$ cat config.mk
export PLATFORM = sky130hd
export DESIGN_NAME = can_key_to_button_translator
export DESIGN_NICKNAME = d
export VERILOG_FILES = /design/src/rtl/cktb_pkg.sv /design/src/rtl/cktb_front.sv /design/src/rtl/cktb_queue.sv /design/src/rtl/cktb_back.sv /design/src/rtl/can_key_to_button_translator.sv
export SDC_FILE = /design/constraint.sdc
export NUM_CORES = 1
export LEC_CHECK = 0
export BUFFER_PORTS_ARGS = -buffer_cell sky130_fd_sc_hd__buf_2
export CAP_MARGIN = 20
export CORE_ASPECT_RATIO = 0.9
export CORE_MARGIN = 2
export CORE_UTILIZATION = 45
export DETAILED_ROUTE_END_ITERATION = 16
export PLACE_DENSITY = 0.74
export SLEW_MARGIN = 30
export SYNTH_ARGS = -nofsm -noshare
export SYNTH_HDL_FRONTEND = slang
export SYNTH_SLANG_ARGS = --single-unit
$ cat constraint.sdc
create_clock -name clk -period 7.3 [get_ports clk]
set_clock_uncertainty 0.05 [all_clocks]
set_input_delay 1.825 -clock clk [delete_from_list [all_inputs] [get_ports clk]]
set_output_delay 1.825 -clock clk [all_outputs]
set_load 0.01 [all_outputs]
$ cat src/rtl/cktb_pkg.sv
// ----------------------------------------------------------------------------
// cktb_pkg
// Shared types and constants for the CAN key to button translator: command
// codes, key codes, register reset values and the queue entry format.
// ----------------------------------------------------------------------------
package cktb_pkg;

    // button commands sent to the head unit
    typedef enum logic [2:0] {
        CMD_RELEASE     = 3'd0,
        CMD_NEXT        = 3'd1,
        CMD_PREV        = 3'd2,
        CMD_MUTE        = 3'd3,
        CMD_DISPLAY_OFF = 3'd4
    } cmd_t;

    // configuration register indexes
    typedef enum logic [1:0] {
        REG_WHEEL_MASK = 2'd0,
        REG_PANEL_MASK = 2'd1,
        REG_AUX_SOURCE = 2'd2,
        REG_HOLD_TIME  = 2'd3
    } reg_idx_t;

    localparam int unsigned MASK_W = 29;
    localparam int unsigned CFG_W  = 29;

    // register reset values
    localparam logic [MASK_W-1:0] WHEEL_MASK_RST = 29'h1043_8040;
    localparam logic [MASK_W-1:0] PANEL_MASK_RST = 29'h10AD_6080;
    localparam logic [7:0]        AUX_SOURCE_RST = 8'h08;
    localparam logic [15:0]       HOLD_TIME_RST  = 16'd2000;

    // frame byte codes
    localparam logic [7:0] KIND_SOURCE   = 8'h00;
    localparam logic [7:0] SOURCE_MARK   = 8'h12;
    localparam logic [7:0] KIND_PANEL    = 8'h03;
    localparam logic [7:0] KEY_NONE      = 8'h00;
    localparam logic [7:0] KEY_WHEEL_MUTE = 8'h07;
    localparam logic [7:0] STATE_PRESS   = 8'h00;
    localparam logic [3:0] WHEEL_LENGTH  = 4'd1;

    // key table codes
    localparam logic [7:0] KEY_NEXT_A = 8'h03;
    localparam logic [7:0] KEY_NEXT_B = 8'h13;
    localparam logic [7:0] KEY_PREV_A = 8'h04;
    localparam logic [7:0] KEY_PREV_B = 8'h19;
    localparam logic [7:0] KEY_MUTE   = 8'h18;

    // result of a key table lookup
    typedef struct packed {
        logic hit;
        cmd_t cmd;
    } key_cmd_t;

    // one queue entry: the one or two commands caused by an item
    typedef struct packed {
        logic two;
        cmd_t first;
        cmd_t second;
    } entry_t;

    // key table
    function automatic key_cmd_t key_lookup(input logic [7:0] key);
        key_cmd_t res;
        res.hit = 1'b1;
        res.cmd = CMD_RELEASE;
        unique case (key)
            KEY_NEXT_A, KEY_NEXT_B: res.cmd = CMD_NEXT;
            KEY_PREV_A, KEY_PREV_B: res.cmd = CMD_PREV;
            KEY_MUTE:               res.cmd = CMD_MUTE;
            default:                res.hit = 1'b0;
        endcase
        return res;
    endfunction

endpackage

$ cat src/rtl/cktb_front.sv
// ----------------------------------------------------------------------------
// cktb_front
// Accepts frames, classifies them (source change, wheel key, panel key),
// updates the button state and pushes the resulting commands as one entry.
// ----------------------------------------------------------------------------
module cktb_front (
    input  logic                  clk,
    input  logic                  rst_n,
    input  logic                  in_valid,
    input  logic [31:0]           frame_id,
    input  logic [3:0]            frame_length,
    input  logic [7:0]            byte_zero,
    input  logic [7:0]            byte_one,
    input  logic [7:0]            byte_two,
    input  logic [7:0]            byte_seven,
    input  logic [31:0]           now_ms,
    input  logic                  cfg_write,
    input  logic [1:0]            cfg_index,
    input  logic [cktb_pkg::CFG_W-1:0] cfg_data,
    input  logic                  queue_full,
    output logic                  push,
    output cktb_pkg::entry_t      push_entry
);
    import cktb_pkg::*;

    logic [MASK_W-1:0] wheel_mask_reg;
    logic [MASK_W-1:0] panel_mask_reg;
    logic [7:0]        aux_source_reg;
    logic [15:0]       hold_time_reg;

    logic [7:0]  media_source_reg, media_source_next;
    logic        pressed_reg, pressed_next;
    logic        holding_reg, holding_next;
    logic [31:0] mute_start_reg, mute_start_next;

    logic        accept;
    logic        panel_hit, wheel_hit;
    logic        src_change, wheel_frame, panel_frame;
    logic [7:0]  source_1;
    logic        pressed_1, holding_1, pressed_2, holding_2;
    logic        emit_1, emit_2, emit_3;
    cmd_t        cmd_2, cmd_3;
    key_cmd_t    wheel_key, panel_key;
    logic [31:0] elapsed;
    logic        hold_done;

    // configuration registers
    always_ff @(posedge clk or negedge rst_n)
    begin
        if (!rst_n)
        begin
            wheel_mask_reg <= WHEEL_MASK_RST;
            panel_mask_reg <= PANEL_MASK_RST;
            aux_source_reg <= AUX_SOURCE_RST;
            hold_time_reg  <= HOLD_TIME_RST;
        end
        else if (cfg_write)
        begin
            unique case (reg_idx_t'(cfg_index))
                REG_WHEEL_MASK: wheel_mask_reg <= cfg_data;
                REG_PANEL_MASK: panel_mask_reg <= cfg_data;
                REG_AUX_SOURCE: aux_source_reg <= cfg_data[7:0];
                REG_HOLD_TIME:  hold_time_reg  <= cfg_data[15:0];
                default:        ;
            endcase
        end
    end

    // frame classification
    assign accept      = in_valid && !queue_full;
    assign panel_hit   = (frame_id[MASK_W-1:0] & panel_mask_reg) == panel_mask_reg;
    assign wheel_hit   = (frame_id[MASK_W-1:0] & wheel_mask_reg) == wheel_mask_reg;
    assign src_change  = panel_hit && byte_zero == KIND_SOURCE && byte_one == SOURCE_MARK;
    assign wheel_frame = wheel_hit && frame_length == WHEEL_LENGTH;
    assign wheel_key   = key_lookup(byte_zero);
    assign panel_key   = key_lookup(byte_two);
    assign elapsed     = now_ms - mute_start_reg;
    assign hold_done   = elapsed >= {16'd0, hold_time_reg};

    // source change step
    always_comb
    begin
        source_1  = src_change ? byte_two : media_source_reg;
        emit_1    = src_change && media_source_reg == aux_source_reg
                    && byte_two != aux_source_reg && pressed_reg;
        pressed_1 = emit_1 ? 1'b0 : pressed_reg;
        holding_1 = emit_1 ? 1'b0 : holding_reg;
    end

    // wheel key step
    always_comb
    begin
        pressed_2       = pressed_1;
        holding_2       = holding_1;
        mute_start_next = mute_start_reg;
        emit_2          = 1'b0;
        cmd_2           = CMD_RELEASE;
        if (wheel_frame)
        begin
            if (byte_zero == KEY_NONE)
            begin
                if (pressed_1)
                begin
                    pressed_2 = 1'b0;
                    holding_2 = 1'b0;
                    emit_2    = 1'b1;
                end
            end
            else if (source_1 == aux_source_reg)
            begin
                pressed_2 = 1'b1;
                if (byte_zero == KEY_WHEEL_MUTE)
                begin
                    if (!holding_1)
                    begin
                        mute_start_next = now_ms;
                        holding_2       = 1'b1;
                    end
                    else if (hold_done)
                    begin
                        emit_2    = 1'b1;
                        cmd_2     = CMD_DISPLAY_OFF;
                        holding_2 = 1'b0;
                    end
                end
                else
                begin
                    holding_2 = 1'b0;
                    emit_2    = wheel_key.hit;
                    cmd_2     = wheel_key.cmd;
                end
            end
        end
    end

    // panel key step
    always_comb
    begin
        panel_frame  = panel_hit && byte_zero == KIND_PANEL && source_1 == aux_source_reg;
        pressed_next = pressed_2;
        emit_3       = 1'b0;
        cmd_3        = CMD_RELEASE;
        if (panel_frame)
        begin
            if (byte_seven == STATE_PRESS)
            begin
                emit_3       = panel_key.hit;
                cmd_3        = panel_key.cmd;
                pressed_next = 1'b1;
            end
            else
            begin
                emit_3       = 1'b1;
                pressed_next = 1'b0;
            end
        end
        media_source_next = source_1;
        holding_next      = holding_2;
    end

    // pack the first two commands into one entry
    always_comb
    begin
        push_entry.first  = emit_1 ? CMD_RELEASE : (emit_2 ? cmd_2 : cmd_3);
        push_entry.second = emit_1 ? (emit_2 ? cmd_2 : cmd_3) : cmd_3;
        push_entry.two    = emit_1 ? (emit_2 || emit_3) : (emit_2 && emit_3);
        push              = accept && (emit_1 || emit_2 || emit_3);
    end

    // button state
    always_ff @(posedge clk or negedge rst_n)
    begin
        if (!rst_n)
        begin
            media_source_reg <= '0;
            pressed_reg      <= 1'b0;
            holding_reg      <= 1'b0;
            mute_start_reg   <= '0;
        end
        else if (accept)
        begin
            media_source_reg <= media_source_next;
            pressed_reg      <= pressed_next;
            holding_reg      <= holding_next;
            mute_start_reg   <= mute_start_next;
        end
    end

endmodule

$ cat src/rtl/cktb_queue.sv
// ----------------------------------------------------------------------------
// cktb_queue
// Short queue of command entries between the front and the back.
// ----------------------------------------------------------------------------
module cktb_queue #(
    parameter int unsigned DEPTH = 2
) (
    input  logic             clk,
    input  logic             rst_n,
    input  logic             push,
    input  cktb_pkg::entry_t push_entry,
    input  logic             pop,
    output logic             full,
    output logic             head_valid,
    output cktb_pkg::entry_t head
);
    import cktb_pkg::*;

    localparam int unsigned PTR_W = $clog2(DEPTH);
    localparam int unsigned CNT_W = $clog2(DEPTH + 1);
    localparam logic [PTR_W-1:0] LAST_PTR = PTR_W'(DEPTH - 1);

    entry_t           mem_reg [DEPTH];
    logic [PTR_W-1:0] wr_ptr_reg, wr_ptr_next;
    logic [PTR_W-1:0] rd_ptr_reg, rd_ptr_next;
    logic [CNT_W-1:0] count_reg, count_next;

    assign full       = count_reg == CNT_W'(DEPTH);
    assign head_valid = count_reg != '0;
    assign head       = mem_reg[rd_ptr_reg];

    // pointer and fill count update
    always_comb
    begin
        wr_ptr_next = wr_ptr_reg;
        rd_ptr_next = rd_ptr_reg;
        count_next  = count_reg;
        if (push)
        begin
            wr_ptr_next = (wr_ptr_reg == LAST_PTR) ? '0 : wr_ptr_reg + 1'b1;
        end
        if (pop)
        begin
            rd_ptr_next = (rd_ptr_reg == LAST_PTR) ? '0 : rd_ptr_reg + 1'b1;
        end
        if (push && !pop)
        begin
            count_next = count_reg + 1'b1;
        end
        else if (pop && !push)
        begin
            count_next = count_reg - 1'b1;
        end
    end

    always_ff @(posedge clk or negedge rst_n)
    begin
        if (!rst_n)
        begin
            wr_ptr_reg <= '0;
            rd_ptr_reg <= '0;
            count_reg  <= '0;
        end
        else
        begin
            wr_ptr_reg <= wr_ptr_next;
            rd_ptr_reg <= rd_ptr_next;
            count_reg  <= count_next;
        end
    end

    // entry storage
    always_ff @(posedge clk)
    begin
        if (push)
        begin
            mem_reg[wr_ptr_reg] <= push_entry;
        end
    end

    // no write into a full queue, no read from an empty one
    a_no_overflow: assert property (@(posedge clk) disable iff (!rst_n)
        push |-> !full)
        else $error("queue written while full");

    a_no_underflow: assert property (@(posedge clk) disable iff (!rst_n)
        pop |-> head_valid)
        else $error("queue read while empty");

    // fill count bounded by depth
    a_count_bound: assert property (@(posedge clk) disable iff (!rst_n)
        count_reg <= CNT_W'(DEPTH))
        else $error("queue fill count beyond depth");

endmodule

$ cat src/rtl/cktb_back.sv
// ----------------------------------------------------------------------------
// cktb_back
// Takes entries from the queue and delivers their commands one per item
// through the output register, marking the final command of each frame.
// ----------------------------------------------------------------------------
module cktb_back (
    input  logic             clk,
    input  logic             rst_n,
    input  logic             head_valid,
    input  cktb_pkg::entry_t head,
    output logic             pop,
    output logic             out_valid,
    input  logic             out_stall,
    output logic [2:0]       command,
    output logic             last
);
    import cktb_pkg::*;

    logic out_valid_reg, out_valid_next;
    cmd_t command_reg, command_next;
    logic last_reg, last_next;
    logic sel_reg, sel_next;
    logic load;

    // load a new command when the output register is free or being taken
    always_comb
    begin
        load           = head_valid && (!out_valid_reg || !out_stall);
        pop            = load && (sel_reg || !head.two);
        out_valid_next = load || (out_valid_reg && out_stall);
        command_next   = command_reg;
        last_next      = last_reg;
        sel_next       = sel_reg;
        if (load)
        begin
            command_next = sel_reg ? head.second : head.first;
            last_next    = sel_reg || !head.two;
            sel_next     = head.two && !sel_reg;
        end
    end

    always_ff @(posedge clk or negedge rst_n)
    begin
        if (!rst_n)
        begin
            out_valid_reg <= 1'b0;
            sel_reg       <= 1'b0;
        end
        else
        begin
            out_valid_reg <= out_valid_next;
            sel_reg       <= sel_next;
        end
    end

    // output payload
    always_ff @(posedge clk)
    begin
        command_reg <= command_next;
        last_reg    <= last_next;
    end

    assign out_valid = out_valid_reg;
    assign command   = command_reg;
    assign last      = last_reg;

    // second half of a two-command entry keeps its entry at the queue head
    a_sel_has_head: assert property (@(posedge clk) disable iff (!rst_n)
        sel_reg |-> head_valid && head.two)
        else $error("second command pending without its entry");

    // an entry is popped only on its final command
    a_pop_on_last: assert property (@(posedge clk) disable iff (!rst_n)
        pop |=> last_reg && out_valid_reg)
        else $error("entry popped before its final command");

    // pending second command is preceded by a first one on the output
    a_sel_after_first: assert property (@(posedge clk) disable iff (!rst_n)
        sel_reg |-> out_valid_reg && !last_reg)
        else $error("second command without a first one shown");

endmodule

$ cat src/rtl/can_key_to_button_translator.sv
// ----------------------------------------------------------------------------
// can_key_to_button_translator
// Turns received CAN frames into head unit button commands.
// ----------------------------------------------------------------------------
// A frame yields zero, one or two commands; each command leaves on its own
// output item, the final one of a frame with last set. The front takes one
// frame per cycle while the queue of DEPTH entries has room; the single output
// register delivers one command per cycle while out_stall is low, so a frame
// that gives two commands takes two output items and frames giving none never
// reach the output. Configuration must be written by the user through the plain
// write port while no frame is in flight; the block does not enforce it.
module can_key_to_button_translator #(
    parameter int unsigned DEPTH = 2
) (
    input  logic        clk,
    input  logic        rst_n,
    input  logic        in_valid,
    output logic        in_stall,
    input  logic [31:0] frame_id,
    input  logic [3:0]  frame_length,
    input  logic [7:0]  byte_zero,
    input  logic [7:0]  byte_one,
    input  logic [7:0]  byte_two,
    input  logic [7:0]  byte_seven,
    input  logic [31:0] now_ms,
    output logic        out_valid,
    input  logic        out_stall,
    output logic [2:0]  command,
    output logic        last,
    input  logic        cfg_write,
    input  logic [1:0]  cfg_index,
    input  logic [cktb_pkg::CFG_W-1:0] cfg_data
);
    import cktb_pkg::*;

    logic   push, pop, full, head_valid;
    entry_t push_entry, head;

    assign in_stall = full;

    // classification and state
    cktb_front u_front (
        .clk          (clk),
        .rst_n        (rst_n),
        .in_valid     (in_valid),
        .frame_id     (frame_id),
        .frame_length (frame_length),
        .byte_zero    (byte_zero),
        .byte_one     (byte_one),
        .byte_two     (byte_two),
        .byte_seven   (byte_seven),
        .now_ms       (now_ms),
        .cfg_write    (cfg_write),
        .cfg_index    (cfg_index),
        .cfg_data     (cfg_data),
        .queue_full   (full),
        .push         (push),
        .push_entry   (push_entry)
    );

    // command queue
    cktb_queue #(
        .DEPTH (DEPTH)
    ) u_queue (
        .clk        (clk),
        .rst_n      (rst_n),
        .push       (push),
        .push_entry (push_entry),
        .pop        (pop),
        .full       (full),
        .head_valid (head_valid),
        .head       (head)
    );

    // command delivery
    cktb_back u_back (
        .clk        (clk),
        .rst_n      (rst_n),
        .head_valid (head_valid),
        .head       (head),
        .pop        (pop),
        .out_valid  (out_valid),
        .out_stall  (out_stall),
        .command    (command),
        .last       (last)
    );

endmodule

# Word-level counts from Yosys, hierarchy flattened
# Memory sizes are Yosys's and may differ from the RTL's.
# Index checks and enable logic that the tools add are counted.
[totals] reg_bits=134 latchBits=0 ramBits=14 rom_bits=0 input_bits=136 output_inout_bits=6 wordCells=141 memories=1
[op_classes] addsub=5 multipliers=0 div_mod_pow=0 order_cmp=1 n_eq_ne=22 shift=0 mux=47 bitwise_logic=4 n_reduce_logical=46
[memory_table] memory="u_queue.mem_reg" depth=2 width=7 read_ports=1 rd_clocked_by_memory_dff=0 write_ports=1 line="cktb_queue.sv:23" rtl="entry_t mem_reg [DEPTH];"
[ops] cell="$and 29x29->29" n=2
[ops] cell="$eq 29x29->1" n=2
[ops] cell="$eq 8x5->1 const B" n=7
[ops] cell="$mux 3" n=11
[ops] cell="$ge 32x16->1" n=1
[ops] cell="$sub 32x32->32" n=1
[ops] cell="$mux 1" n=30
[ops] cell="$eq 8x3->1 const B" n=3
[ops] cell="$logic_and 1x1->1" n=17
[ops] cell="$eq 8x2->1 const B" n=2
[ops] cell="$eq 8x8->1" n=2
[ops] cell="$logic_not 8->1" n=2
[ops] cell="$pmux 2 s3" n=2
[ops] cell="$reduce_or 5->1" n=2
[ops] cell="$mux 8" n=1
[ops] cell="$ne 8x8->1" n=1
[ops] cell="$reduce_and 2->1" n=4
[ops] cell="$reduce_or 2->1" n=4
[ops] cell="$logic_not 1->1" n=7
[ops] cell="$eq 2x2->1 const B" n=3
[ops] cell="$logic_or 1x1->1" n=6
[ops] cell="$mux 2" n=3
[ops] cell="$reduce_and 6->1" n=1
[ops] cell="$eq 4x1->1 const B" n=1
[ops] cell="other kinds (7)" n=10

# Logic depth before layout (Yosys ltp)
# Gate-level depths: netlist (run 1).
[logic_depth] word_depth=20 depth_mapped=26 depth_no_buf=26

# Modules after synthesis
# A second synthesis (run 1) with hierarchy kept.
[hier_totals] hier_cells=936 area_unflattened_um2=9369.0
[by_module_without_submodules] module="cktb_front" n_inst=1 cells_each=883 area_each_um2=8403.1 seq_area_each_um2=3130.5
[by_module_without_submodules] module="cktb_queue" n_inst=1 cells_each=38 area_each_um2=701.9 seq_area_each_um2=520.5
[by_module_without_submodules] module="cktb_back" n_inst=1 cells_each=15 area_each_um2=264.0 seq_area_each_um2=170.2

# Worst setup path before layout (run 1)
# OpenSTA, ideal clock, no wires.
[synth_path] path_kind="in2reg" from="input port now_ms[0]" to="register u_queue.count_reg[1]" setup_time_ns=0.080 arrival_time_ns=6.143 required_ns=7.170 setup_slack_ns=1.027 cell_stages=25 path_buffers=0 cell_sequence="inv_1 ha_1 fa_1 nand2b_1 a21oi_1 o211ai_1 a211o_1 nand2_1 xor2_1 ha_1 nand4_1 a21oi_1 a21oi_1 nand3_1 a211oi_1 nand3_1 or4_1 nor4_1 a31oi_1 o21ai_1 a21oi_1 ha_1 xor2_1 nor2_1 xnor2_1"
[synth_via] elab_chain_cells=14 elab_cells_between_ends=16 cone_classes="add/sub (1); order compare (1); mux (7); reduce/logical (7)"
[synth_rtl] item="start: declaration" line="can_key_to_button_translator.sv:25" rtl="input logic [31:0] now_ms,"
[synth_rtl] item="$sub 32x32->32 *" line="cktb_front.sv:77" rtl="assign elapsed = now_ms - mute_start_reg;"
[synth_rtl] item="$ge 32x16->1 *" line="cktb_front.sv:78" rtl="assign hold_done = elapsed >= {16'd0, hold_time_reg};"
[synth_rtl] item="$mux 1 *" line="cktb_front.sv:119" rtl="else if (hold_done)"
[synth_rtl] item="$mux 1 *" line="cktb_front.sv:114" rtl="if (!holding_1)"
[synth_rtl] item="$mux 1 *" line="cktb_front.sv:112" rtl="if (byte_zero == KEY_WHEEL_MUTE)"
[synth_rtl] item="$mux 1 *" line="cktb_front.sv:109" rtl="else if (source_1 == aux_source_reg)"
[synth_rtl] item="$mux 1 *" line="cktb_front.sv:100" rtl="if (byte_zero == KEY_NONE)"
[synth_rtl] item="$mux 1 *" line="cktb_front.sv:98" rtl="if (wheel_frame)"
[synth_rtl] item="$logic_or 1x1->1 * (2 in series)" line="cktb_front.sv:167" rtl="push = accept && (emit_1 || emit_2 || emit_3);"
[synth_rtl] item="$logic_and 1x1->1 *" line="cktb_front.sv:167"
[synth_rtl] item="via push" line="can_key_to_button_translator.sv:36" rtl="logic push, pop, full, head_valid;"
[synth_rtl] item="$logic_not 1->1" line="cktb_queue.sv:50" rtl="else if (pop && !push)"
[synth_rtl] item="$logic_and 1x1->1" line="cktb_queue.sv:50"
[synth_rtl] item="$reduce_bool 2->1 (no line)"
[synth_rtl] item="end signal: assignment" line="cktb_queue.sv:68" rtl="count_reg <= count_next;"
[synth_rtl] item="end: declaration" line="cktb_queue.sv:26" rtl="logic [CNT_W-1:0] count_reg, count_next;"
# Mark *: on every way through the listed nets, which the timed path passes. The rest lies on a longest branch.
# A chain may end at the register's enable or synchronous reset.

# Worst setup path after layout (run 1)
# Same ends and word-level chain as after synthesis.

==> results.py, run 1 <==
metrics = {
    "run_status": {
        "outcome": "complete, no violations",
    },
    "logic_synthesis": {
        "synth_enable_flop_cells": 18,
        "ys.flop_type": "dfrtp_1",
        "syn_area_mm2": 0.00956,
        "ys_types": 74,
        "synth-seq-cells": 148,
        "synth_area_per_cell_um2": 9.95,
        "synth_common_cells": "108 x dfrtp_1, 86 x mux2_2, 82 x inv_1, 55 x a21oi_1, 54 x nand2_1",
        "synth.area.top_cells": "dfrtp_1 28%, mux2_2 10%, ha_1 6.3%",
        "synth_top_area_share_pct": 28.3,
        "yosysSeqAreaShare_pct": 40.0,
        "yosysMostFrequentCell": "dfrtp_1",
        "yosysTopAreaCell": "dfrtp_1",
        "synth_async_sr_flop_share_pct": 87.8,
        "synthesis.instances": 960,
        "yosys_warnings": 0,
    },
    "global_route": {
        "grt_pass1_vias": 7577,
        "grt_usage_pct": 22.2,
        "grt_pass1_wl_mm": 38.6,
        "grt_max_degree": 75,
        "gr-total-overflow": 0,
        "antenna_found_initial": 2,
    },
    "critical_path": {
        "crit_fanout": 3,
        "endpoint_kind": "register",
        "critical_path_required_ns": 7.61,
        "path_class": "in2reg",
        "r2r_cells": 23,
        "r2r_setup_slack_ns": 2.03,
        "reg2reg_from": "u_front.mute_start_reg[0]",
        "arrival_ns": 6.71,
        "reg2reg_to": "u_queue.count_reg[1]",
        "startpoint_type": "input port",
    },
    "layout": {
        "largest_register_ffs": 32,
        "final.fill_count": 1908,
        "area_growth_pct": 16.8,
        "regArea_mm2": 0.00382,
        "utilization_pct": 53.6,
        "diodes": 0,
        "finalNonFillerCells": 1398,
        "drive_gt1_share_pct": 33.4,
        "multi_input_area_mm2": 0.00527,
        "finalNetCount": 1284,
    },
    "detailed_routing": {
        "ant_nets": 0,
        "dr_wl_met2_mm": 10.9,
        "viasPerCell": 5.55,
        "first_pass_iters": 5,
        "drc": 0,
        "maxUsedRoutingLayer": "met5",
        "wl_met3_mm": 1.27,
        "vias": 7755,
        "wl_met1_mm": 11.3,
        "routedWlPerCell_um": 17.1,
        "wl_mm": 23.9,
        "drtIter0Drc": 499,
    },
    "timing": {
        "setup_tns_ns": 0,
        "slew_headroom_pct": 43.8,
        "post-route-min-period_ns": 6.40,
        "finalSetupViolations": 0,
        "layout_worst_path_cycle_share_pct": 87.7,
        "clock.fmax_ghz": 0.156,
        "hold_viol": 0,
        "finalMaxSlewViolations": 0,
        "rsz0062_at_grt": "false",
        "worst_pin_slew_ns": 0.821,
    },
    "power_and_ir_drop": {
        "power.density_cell_area_mw_per_mm2": 218,
        "ir_worst_vdd_uv": 161,
        "leakage_nw": 4.93,
        "power_mw": 2.43,
    },
    "clocking": {
        "clockBufferDepth": 2,
        "htree_levels": 4,
        "post_cts_resized": 0,
        "clkTransAtPathRegs_ns": 0.06,
        "clock-root-buffer": "clkbuf_16",
        "cts_made_buffers": 17,
        "hold_buffers": 0,
        "tritoncts": "done",
        "cts.sinks": 148,
        "clock_latency_ns": 0.44,
        "postCtsSetupBuffers": 0,
    },
    "die": {
        "die_x_um": 158,
        "core_area_mm2": 0.0208,
        "fp.dieH_um": 142,
        "die_area_mm2": 0.0224,
        "io_pins": 142,
        "fp-row-count": 50,
        "initial_core_util_pct": 45.9,
    },
    "min_path": {
        "hold_end": "u_back.out_valid",
        "whs_path_depth": 2,
        "hold_path.class": "reg2reg",
        "hold_start": "u_queue.count_reg[1]",
    },
    "placed_design": {
        "dpl.hpwl_mm": 18.6,
        "dp.cells": 1366,
        "port_buffers": 138,
        "gp_congestion": 0.935,
    },
    "flow_run": {
        "max_cap_violations": 0,
    },
}
-- layout make-up --
class | count | share of cell area [%]
Clock buffer | 19 | 4.16
Clock inverter | 13 | 1.38
Inverter | 85 | 2.86
Multi-Input combinational cell | 699 | 47.2
Sequential cell | 148 | 34.2
Tap cell | 286 | 3.21
Timing Repair Buffer | 148 | 6.95
-- routing by layer --
layer,up-vias,track usage [%]
met2,195,35.0
met1,3770,31.2
met3,33,4.38
met5,-,0
li1,3753,-
met4,4,6.36
-- how the worst max path moves through the flow --
stage / start / endpoint / cells after the start
2_1_floorplan: now_ms[0] / u_queue.count_reg[1] / 25
3_3_place_gp: now_ms[0] / u_queue.count_reg[1] / 25
3_5_place_dp: now_ms[0] / u_queue.count_reg[1] / 26
4_1_cts: now_ms[0] / u_queue.count_reg[1] / 25
5_1_grt: now_ms[0] / u_queue.count_reg[1] / 25
6_report: now_ms[0] / u_queue.count_reg[1] / 25
-- cells by family after synthesis --
group	share of synthesized area [%]
and+or+nand+nor	16.6
AOI/OAI and AO/OA	16.0
DFF	40.0
buffers and inverters	5.00
muxes	12.3
adders and majority gates	6.49
xor gates and xnor gates	3.67
other	0.0392
-- critical path: stages --
cell and delay (ns):
buf_2 0.09, inv_1 0.04, ha_1 0.21, fa_1 0.40, nand2b_1 0.18, a21oi_1 0.24
o211ai_1 0.20, a211o_1 0.35, nand2_1 0.09, xor2_1 0.19, ha_1 0.26, nand4_1 0.15
a21oi_1 0.07, a21oi_1 0.11, nand3_1 0.14, a211oi_1 0.23, nand3_1 0.12, or4_1 0.40
nor4_1 0.35, a31oi_1 0.18, o21ai_1 0.18, a21oi_1 0.12, ha_1 0.34, nor2_1 0.14
xnor2_1 0.13
-- per-stage QoR --
step | setup WS (ns) | hold WS (ns) | cell area (um^2)
floorplan | 1.03 | 0.398 | 9560
global placement | 0.538 | 0.407 | 10500
detailed placement | 0.508 | 0.428 | 10500
CTS | 0.921 | 0.443 | 11200
global route | 0.471 | 0.465 | 11200
finish | 0.898 | 0.437 | 11200
-- power by group --
group          internal (mW)  switching [mW]
Clock                  0.517           0.406
Sequential             0.967          0.0749
Combinational          0.233           0.233
Total                   1.72           0.714
-- cells in the final DEF (no fill, tap or decap), drive strengths merged, types with 5 or more instances in the layout --
cell / netlist / routed
a2111oi: 13 / 13
a211o: 5 / 5
a211oi: 8 / 8
a21boi: 7 / 7
a21o: 6 / 6
a21oi: 55 / 55
a221oi: 6 / 6
and2: 6 / 6
and3: 8 / 8
buf: 8 / 148
clkbuf: 21 / 19
dfrtp: 108 / 108
dfstp: 22 / 22
edfxtp: 18 / 18
ha: 48 / 48
inv: 84 / 92
mux2: 92 / 92
mux2i: 6 / 6
nand2: 85 / 85
nand2b: 14 / 14
nand3: 18 / 18
nand3b: 5 / 5
nand4: 21 / 21
nor2: 45 / 45
nor2b: 38 / 38
nor3: 18 / 18
nor3b: 5 / 5
nor4: 14 / 14
o2111ai: 7 / 7
o211ai: 7 / 7
o21a: 5 / 5
o21ai: 68 / 68
xnor2: 27 / 27
xor2: 13 / 13
Note: power is estimated with default switching activity, not from simulation.
==> run 2: changes to the inputs <==
--- a/config.mk
+++ b/config.mk
@@ -5,6 +5,7 @@
 export SDC_FILE = /design/constraint.sdc
 export NUM_CORES = 1
 export LEC_CHECK = 0
+export ABC_AREA = 1
 export BUFFER_PORTS_ARGS = -buffer_cell sky130_fd_sc_hd__buf_2
 export CAP_MARGIN = 20
 export CORE_ASPECT_RATIO = 0.9
==> results.py, run 2 <==
metrics = {
    "global_route": {
        "grt_pass1_vias": 8515,
        "grt_usage_pct": 21.2,
        "antenna_found_initial": 0,
        "grt_max_degree": 59,
        "grt_pass1_wl_mm": 40.4,
        "gr-total-overflow": 0,
    },
    "timing": {
        "post-route-min-period_ns": 5.71,
        "clock.fmax_ghz": 0.175,
        "finalMaxSlewViolations": 0,
        "finalSetupViolations": 0,
        "hold_viol": 0,
        "worst_pin_slew_ns": 0.686,
        "slew_headroom_pct": 54.3,
        "fin_hold_ws_ns": 0.425,
        "layout_worst_path_cycle_share_pct": 78.2,
        "setup_tns_ns": 0,
        "rsz0062_at_grt": "false",
    },
    "layout": {
        "mostFrequentLayoutCell": "nand2_1",
        "finalNetCount": 1758,
        "regArea_mm2": 0.00382,
        "final_area_mm2": 0.0117,
        "multi_input_area_mm2": 0.00509,
        "area_growth_pct": 16.2,
        "utilization_pct": 53.8,
        "final.fill_count": 2168,
        "diodes": 0,
        "drive_gt1_share_pct": 15.0,
        "largest_register_ffs": 32,
        "layout_common_cells": "468 x nand2_1, 291 x inv_1, 137 x buf_2",
    },
    "die": {
        "die_x_um": 162,
        "initial_core_util_pct": 46.3,
        "core_area_mm2": 0.0218,
        "fp-row-count": 51,
        "io_pins": 142,
        "fp.dieH_um": 146,
        "die_area_mm2": 0.0237,
    },
    "detailed_routing": {
        "drc": 0,
        "first_pass_iters": 6,
        "viasPerCell": 4.92,
        "routedWlPerCell_um": 13.1,
        "ant_nets": 0,
        "wl_mm": 24.5,
        "drtIter0Drc": 648,
        "vias": 9234,
    },
    "clocking": {
        "post_cts_resized": 0,
        "cts_made_buffers": 17,
        "clock_latency_ns": 0.42,
        "clkTransAtPathRegs_ns": 0.06,
        "clockBufferDepth": 2,
        "cts.sinks": 148,
        "tritoncts": "done",
        "hold_buffers": 0,
        "clock-root-buffer": "clkbuf_16",
        "postCtsSetupBuffers": 0,
        "htree_levels": 4,
    },
    "critical_path": {
        "critical_path.startpoint": "now_ms[0]",
        "crit_fanout": 7,
        "arrival_ns": 5.96,
        "reg2reg_from": "u_front.mute_start_reg[11]",
        "path_common_cell": "nand2_1",
        "endpoint_kind": "register",
        "critical_path_required_ns": 7.55,
        "slowest_delay_ns": 0.41,
        "crit_slowest_cell": "fa_1",
        "startpoint_type": "input port",
        "path_class": "in2reg",
    },
    "logic_synthesis": {
        "yosysMostFrequentCell": "nand2_1",
        "yosysTopAreaCell": "dfrtp_1",
        "synth_top_area_share_pct": 26.8,
        "synthesis.instances": 1436,
        "ys.flop_type": "dfrtp_1",
        "yosysSeqAreaShare_pct": 37.8,
        "synth_enable_flop_cells": 18,
        "synth-seq-cells": 148,
        "ys_types": 48,
        "synth_async_sr_flop_share_pct": 87.8,
        "syn_area_mm2": 0.0101,
        "synth.area.top_cells": "dfrtp_1 27%, nand2_1 17%, inv_1 11%",
        "synth_area_per_cell_um2": 7.03,
        "synth_common_cells": "468 x nand2_1, 291 x inv_1, 108 x dfrtp_1, 107 x o21ai_0, 103 x nor2_1",
        "yosys_warnings": 0,
    },
    "power_and_ir_drop": {
        "intPower_mw": 1.76,
        "leakage_nw": 6.51,
        "power.density_cell_area_mw_per_mm2": 215,
        "clockPowerShare_pct": 37.2,
        "p_comb_share_pct": 21.8,
        "power_frac_seq_pct": 40.9,
        "power_mw": 2.52,
        "p_sw_mw": 0.767,
        "switching_share_pct": 30.4,
        "ir_worst_vdd_uv": 147,
    },
    "placed_design": {
        "port_buffers": 138,
        "dpl.hpwl_mm": 19.3,
        "placed_cell_area_mm2": 0.0111,
        "gp_congestion": 0.874,
    },
    "flow_run": {
        "max_cap_violations": 0,
    },
    "min_path": {
        "hold_path.class": "reg2reg",
        "hold_start": "u_queue.wr_ptr_reg",
    },
    "run_status": {
        "outcome": "complete, no violations",
    },
}
[run 2: cell count changes in the layout (fill, tap and decap cells not counted), sizes merged, moves of 14 or more]
cell,change
a21oi,-27
inv,+203
mux2,-62
nand2,+385
nand2b,-14
nand3,+49
nor2,+63
nor2b,-38
o21ai,+41
xnor2,-19
[run 2: per-stage QoR]
step / std cells / setup WS (ns)
after floorplan: 1437 / 1.99
after global placement: 1844 / 1.34
after detailed placement: 1845 / 1.18
after CTS: 1876 / 1.61
after global routing: 1876 / 1.15
final: 1876 / 1.59
[run 2: cell families after synthesis]
family          count (synthesis)  share of synthesized area [%]
flops                         148                           37.8
compound gates                159                           8.43
other cells                     1                         0.0371
mux                            30                           4.31
fa+ha+maj                      49                           6.14
simple gates                  705                           29.0
xor+xnor                       25                           2.17
buf+inv                       319                           12.1
[run 2: metal layers]
layer	vias up	share of wire, %	track usage (%)
met5	-	0	0
met4	0	1.2	4.69
met3	29	6.4	4.15
met2	274	45	33.6
met1	4187	47	30.0
li1	4744	-	-
[run 2: cell type report]
type	count	area share, %
clock buffer	20	3.80
clock inverter	11	1.49
inverter	295	9.44
multi-input combinational	970	43.4
sequential	148	32.5
tap	291	3.10
timing repair buffer	141	6.27
[run 2: worst paths after layout]
check / to / slack, ns / cells after the start
max in group asynchronous: u_front.mute_start_reg[28] / 4.59 / 3
worst max register to register: u_queue.count_reg[1] / 2.77 / 30
worst min register to register: u_queue.wr_ptr_reg / 0.42 / 2
worst min-delay path: u_queue.wr_ptr_reg / 0.42 / 2
min in group asynchronous: u_front.media_source_reg[1] / 1.30 / 1
worst max-delay path: u_queue.count_reg[1] / 1.59 / 31
[run 2: power groups by stage]
stage / sequential [mW] / clock [mW] / combinational [mW]
4_1_cts: 1.03 / 0.952 / 0.555
3_3_place_gp: 1.04 / 0 / 0.534
3_5_place_dp: 1.05 / 0 / 0.552
5_1_grt: 1.05 / 0.983 / 0.639
6_report: 1.03 / 0.940 / 0.551
2_1_floorplan: 1.03 / 0 / 0.381
[run 2: worst max-delay path: cells and delay by family]
| family | cells | cell delay, ns |
|---|---|---|
| adders and majority gates | 4 | 1.25 |
| and+or+nand+nor | 18 | 1.73 |
| buffers and inverters | 4 | 0.34 |
| AOI/OAI and AO/OA | 3 | 0.40 |
| xor gates and xnor gates | 2 | 0.39 |
==> run 3: changes to the inputs <==
--- a/config.mk
+++ b/config.mk
@@ -5,7 +5,7 @@
 export SDC_FILE = /design/constraint.sdc
 export NUM_CORES = 1
 export LEC_CHECK = 0
-export ABC_AREA = 1
+export ABC_AREA = 0
 export BUFFER_PORTS_ARGS = -buffer_cell sky130_fd_sc_hd__buf_2
 export CAP_MARGIN = 20
 export CORE_ASPECT_RATIO = 0.9
==> constraint.sdc (replaced) <==
create_clock -name clk -period 5.7 [get_ports clk]
set_clock_uncertainty 0.05 [all_clocks]
set_input_delay 1.425 -clock clk [delete_from_list [all_inputs] [get_ports clk]]
set_output_delay 1.425 -clock clk [all_outputs]
set_load 0.01 [all_outputs]
==> results.py, run 3 (same netlist as run 1, synthesis figures left out) <==
metrics = {
    "clocking": {
        "clockBufferDepth": 2,
        "htree_levels": 4,
        "clock-root-buffer": "clkbuf_16",
        "cts.sinks": 148,
        "cts_made_buffers": 17,
        "clkTransAtPathRegs_ns": 0.06,
        "clock_latency_ns": 0.43,
        "hold_buffers": 0,
        "tritoncts": "done",
    },
    "die": {
        "fp.dieH_um": 142,
        "die_x_um": 158,
        "core_area_mm2": 0.0208,
        "die_area_mm2": 0.0224,
        "fp-row-count": 50,
        "initial_core_util_pct": 45.9,
        "io_pins": 142,
    },
    "timing": {
        "finalSetupViolations": 0,
        "hold_viol": 0,
        "worst_pin_slew_ns": 0.893,
        "slew_headroom_pct": 40.1,
        "finalMaxSlewViolations": 0,
        "rsz0062_at_grt": "true",
        "fin_hold_ws_ns": 0.436,
        "layout_worst_path_cycle_share_pct": 99.2,
        "post-route-min-period_ns": 5.65,
        "clock.fmax_ghz": 0.177,
    },
    "power_and_ir_drop": {
        "power.density_cell_area_mw_per_mm2": 260,
        "power_frac_seq_pct": 44.0,
        "ir_worst_vdd_uv": 187,
        "intPower_mw": 2.13,
        "switching_share_pct": 29.9,
        "power_mw": 3.04,
        "clockPowerShare_pct": 35.6,
        "p_sw_mw": 0.910,
        "p_comb_share_pct": 20.4,
        "leakage_nw": 5.21,
    },
    "detailed_routing": {
        "drc": 0,
        "first_pass_iters": 5,
        "drtIter0Drc": 549,
        "vias": 7932,
        "ant_nets": 0,
        "wl_mm": 24.3,
        "viasPerCell": 5.46,
        "routedWlPerCell_um": 16.7,
    },
    "global_route": {
        "gr-total-overflow": 0,
        "grt_pass1_wl_mm": 39.2,
        "grt_pass1_vias": 7881,
        "antenna_found_initial": 1,
        "grt_usage_pct": 22.3,
        "grt_max_degree": 71,
    },
    "critical_path": {
        "startpoint_type": "input port",
        "path_class": "in2reg",
        "arrival_ns": 5.95,
        "endpoint_kind": "register",
        "critical_path_required_ns": 6.00,
        "crit_fanout": 3,
    },
    "placed_design": {
        "dp.cells": 1419,
        "dpl.hpwl_mm": 18.9,
        "gp_congestion": 0.942,
        "port_buffers": 138,
    },
    "min_path": {
        "hold_path.class": "reg2reg",
    },
    "layout": {
        "final.fill_count": 1861,
        "area_growth_pct": 22.1,
        "drive_gt1_share_pct": 38.0,
        "finalNonFillerCells": 1454,
        "utilization_pct": 56.0,
        "mostFrequentLayoutCell": "buf_2",
        "layout_common_cells": "136 x buf_2, 108 x dfrtp_1, 86 x mux2_2",
        "largest_register_ffs": 32,
        "finalNetCount": 1339,
    },
    "flow_run": {
        "max_cap_violations": 0,
    },
    "run_status": {
        "outcome": "complete, no violations",
    },
}
run 3: cell type report:
class,instances,area (um^2),area share [%]
diodes,1,2.50,0.0214
clock buffers,17,425,3.65
clock inverters,15,140,1.20
inverters,85,322,2.76
multi-input cells,699,5350,45.9
flip-flops and latches,148,3820,32.7
well taps,286,358,3.07
repair buffers,203,1250,10.7
run 3: path summary, 6_finish.rpt:
kind,from,endpoint,slack (ns),depth (start not counted)
hold reg to reg,u_queue.count_reg[1],u_back.out_valid,0.44,2
setup reg to reg,u_front.mute_start_reg[0],u_queue.count_reg[1],0.72,24
setup / recovery,now_ms[0],u_queue.count_reg[1],0.05,26
min in group asynchronous,rst_n,u_front.mute_start_reg[24],0.81,1
hold / removal,u_queue.count_reg[1],u_back.out_valid,0.44,2
max in group asynchronous,rst_n,u_front.panel_mask_reg[23],4.12,2
run 3: critical path, cell delays in order:
cell and delay [ns]:
buf_8 0.08, inv_4 0.03, ha_4 0.15, fa_2 0.38, nand2b_4 0.15, a21oi_2 0.14, o211ai_1 0.14, a211o_1 0.33
nand2_1 0.08, xor2_1 0.18, ha_1 0.26, nand4_1 0.13, a21oi_2 0.06, a21oi_2 0.12, nand3_2 0.12, a211oi_2 0.16
nand3_1 0.11, or4_1 0.50, nor4_2 0.33, a31oi_2 0.16, o21ai_2 0.21, a21oi_2 0.09, ha_2 0.22, xor2_1 0.13
nor2_1 0.13, xnor2_1 0.13
run 3: per-layer routing:
metal / global-route usage [%] / routed length [um] / vias to the layer above
li1: - / - / 3861
met1: 30.1 / 11300 / 3817
met2: 36.8 / 11500 / 231
met3: 4.81 / 1300 / 23
met4: 5.45 / 314 / 0
met5: 0 / 0 / -
run 3: repair_timing:
item / 4_1_cts / 5_1_grt
gates cloned: 0 / 0
gates resized for setup: 2 / 15
endpoints found under the setup margin: 1 / 20
pin swaps: 3 / 21
setup buffers: 0 / 1
run 3: power by group through the flow:
stage	clock (mW)	sequential, mW	combinational, mW
global route	1.15	1.36	0.692
detailed placement	0	1.35	0.612
floorplan	0	1.32	0.416
finish	1.08	1.34	0.619
CTS	1.10	1.34	0.616
global placement	0	1.34	0.592
run 3: metrics by stage:
stage / setup WS [ns] / cell area, um^2 / TNS [ns]
global placement: -0.374 / 11000 / -5.82
finish: 0.0484 / 11700 / 0
CTS: 0.00592 / 11600 / 0
detailed placement: -0.465 / 11000 / -7.52
global route: -0.157 / 11700 / -0.990
floorplan: 0.0416 / 9580 / 0
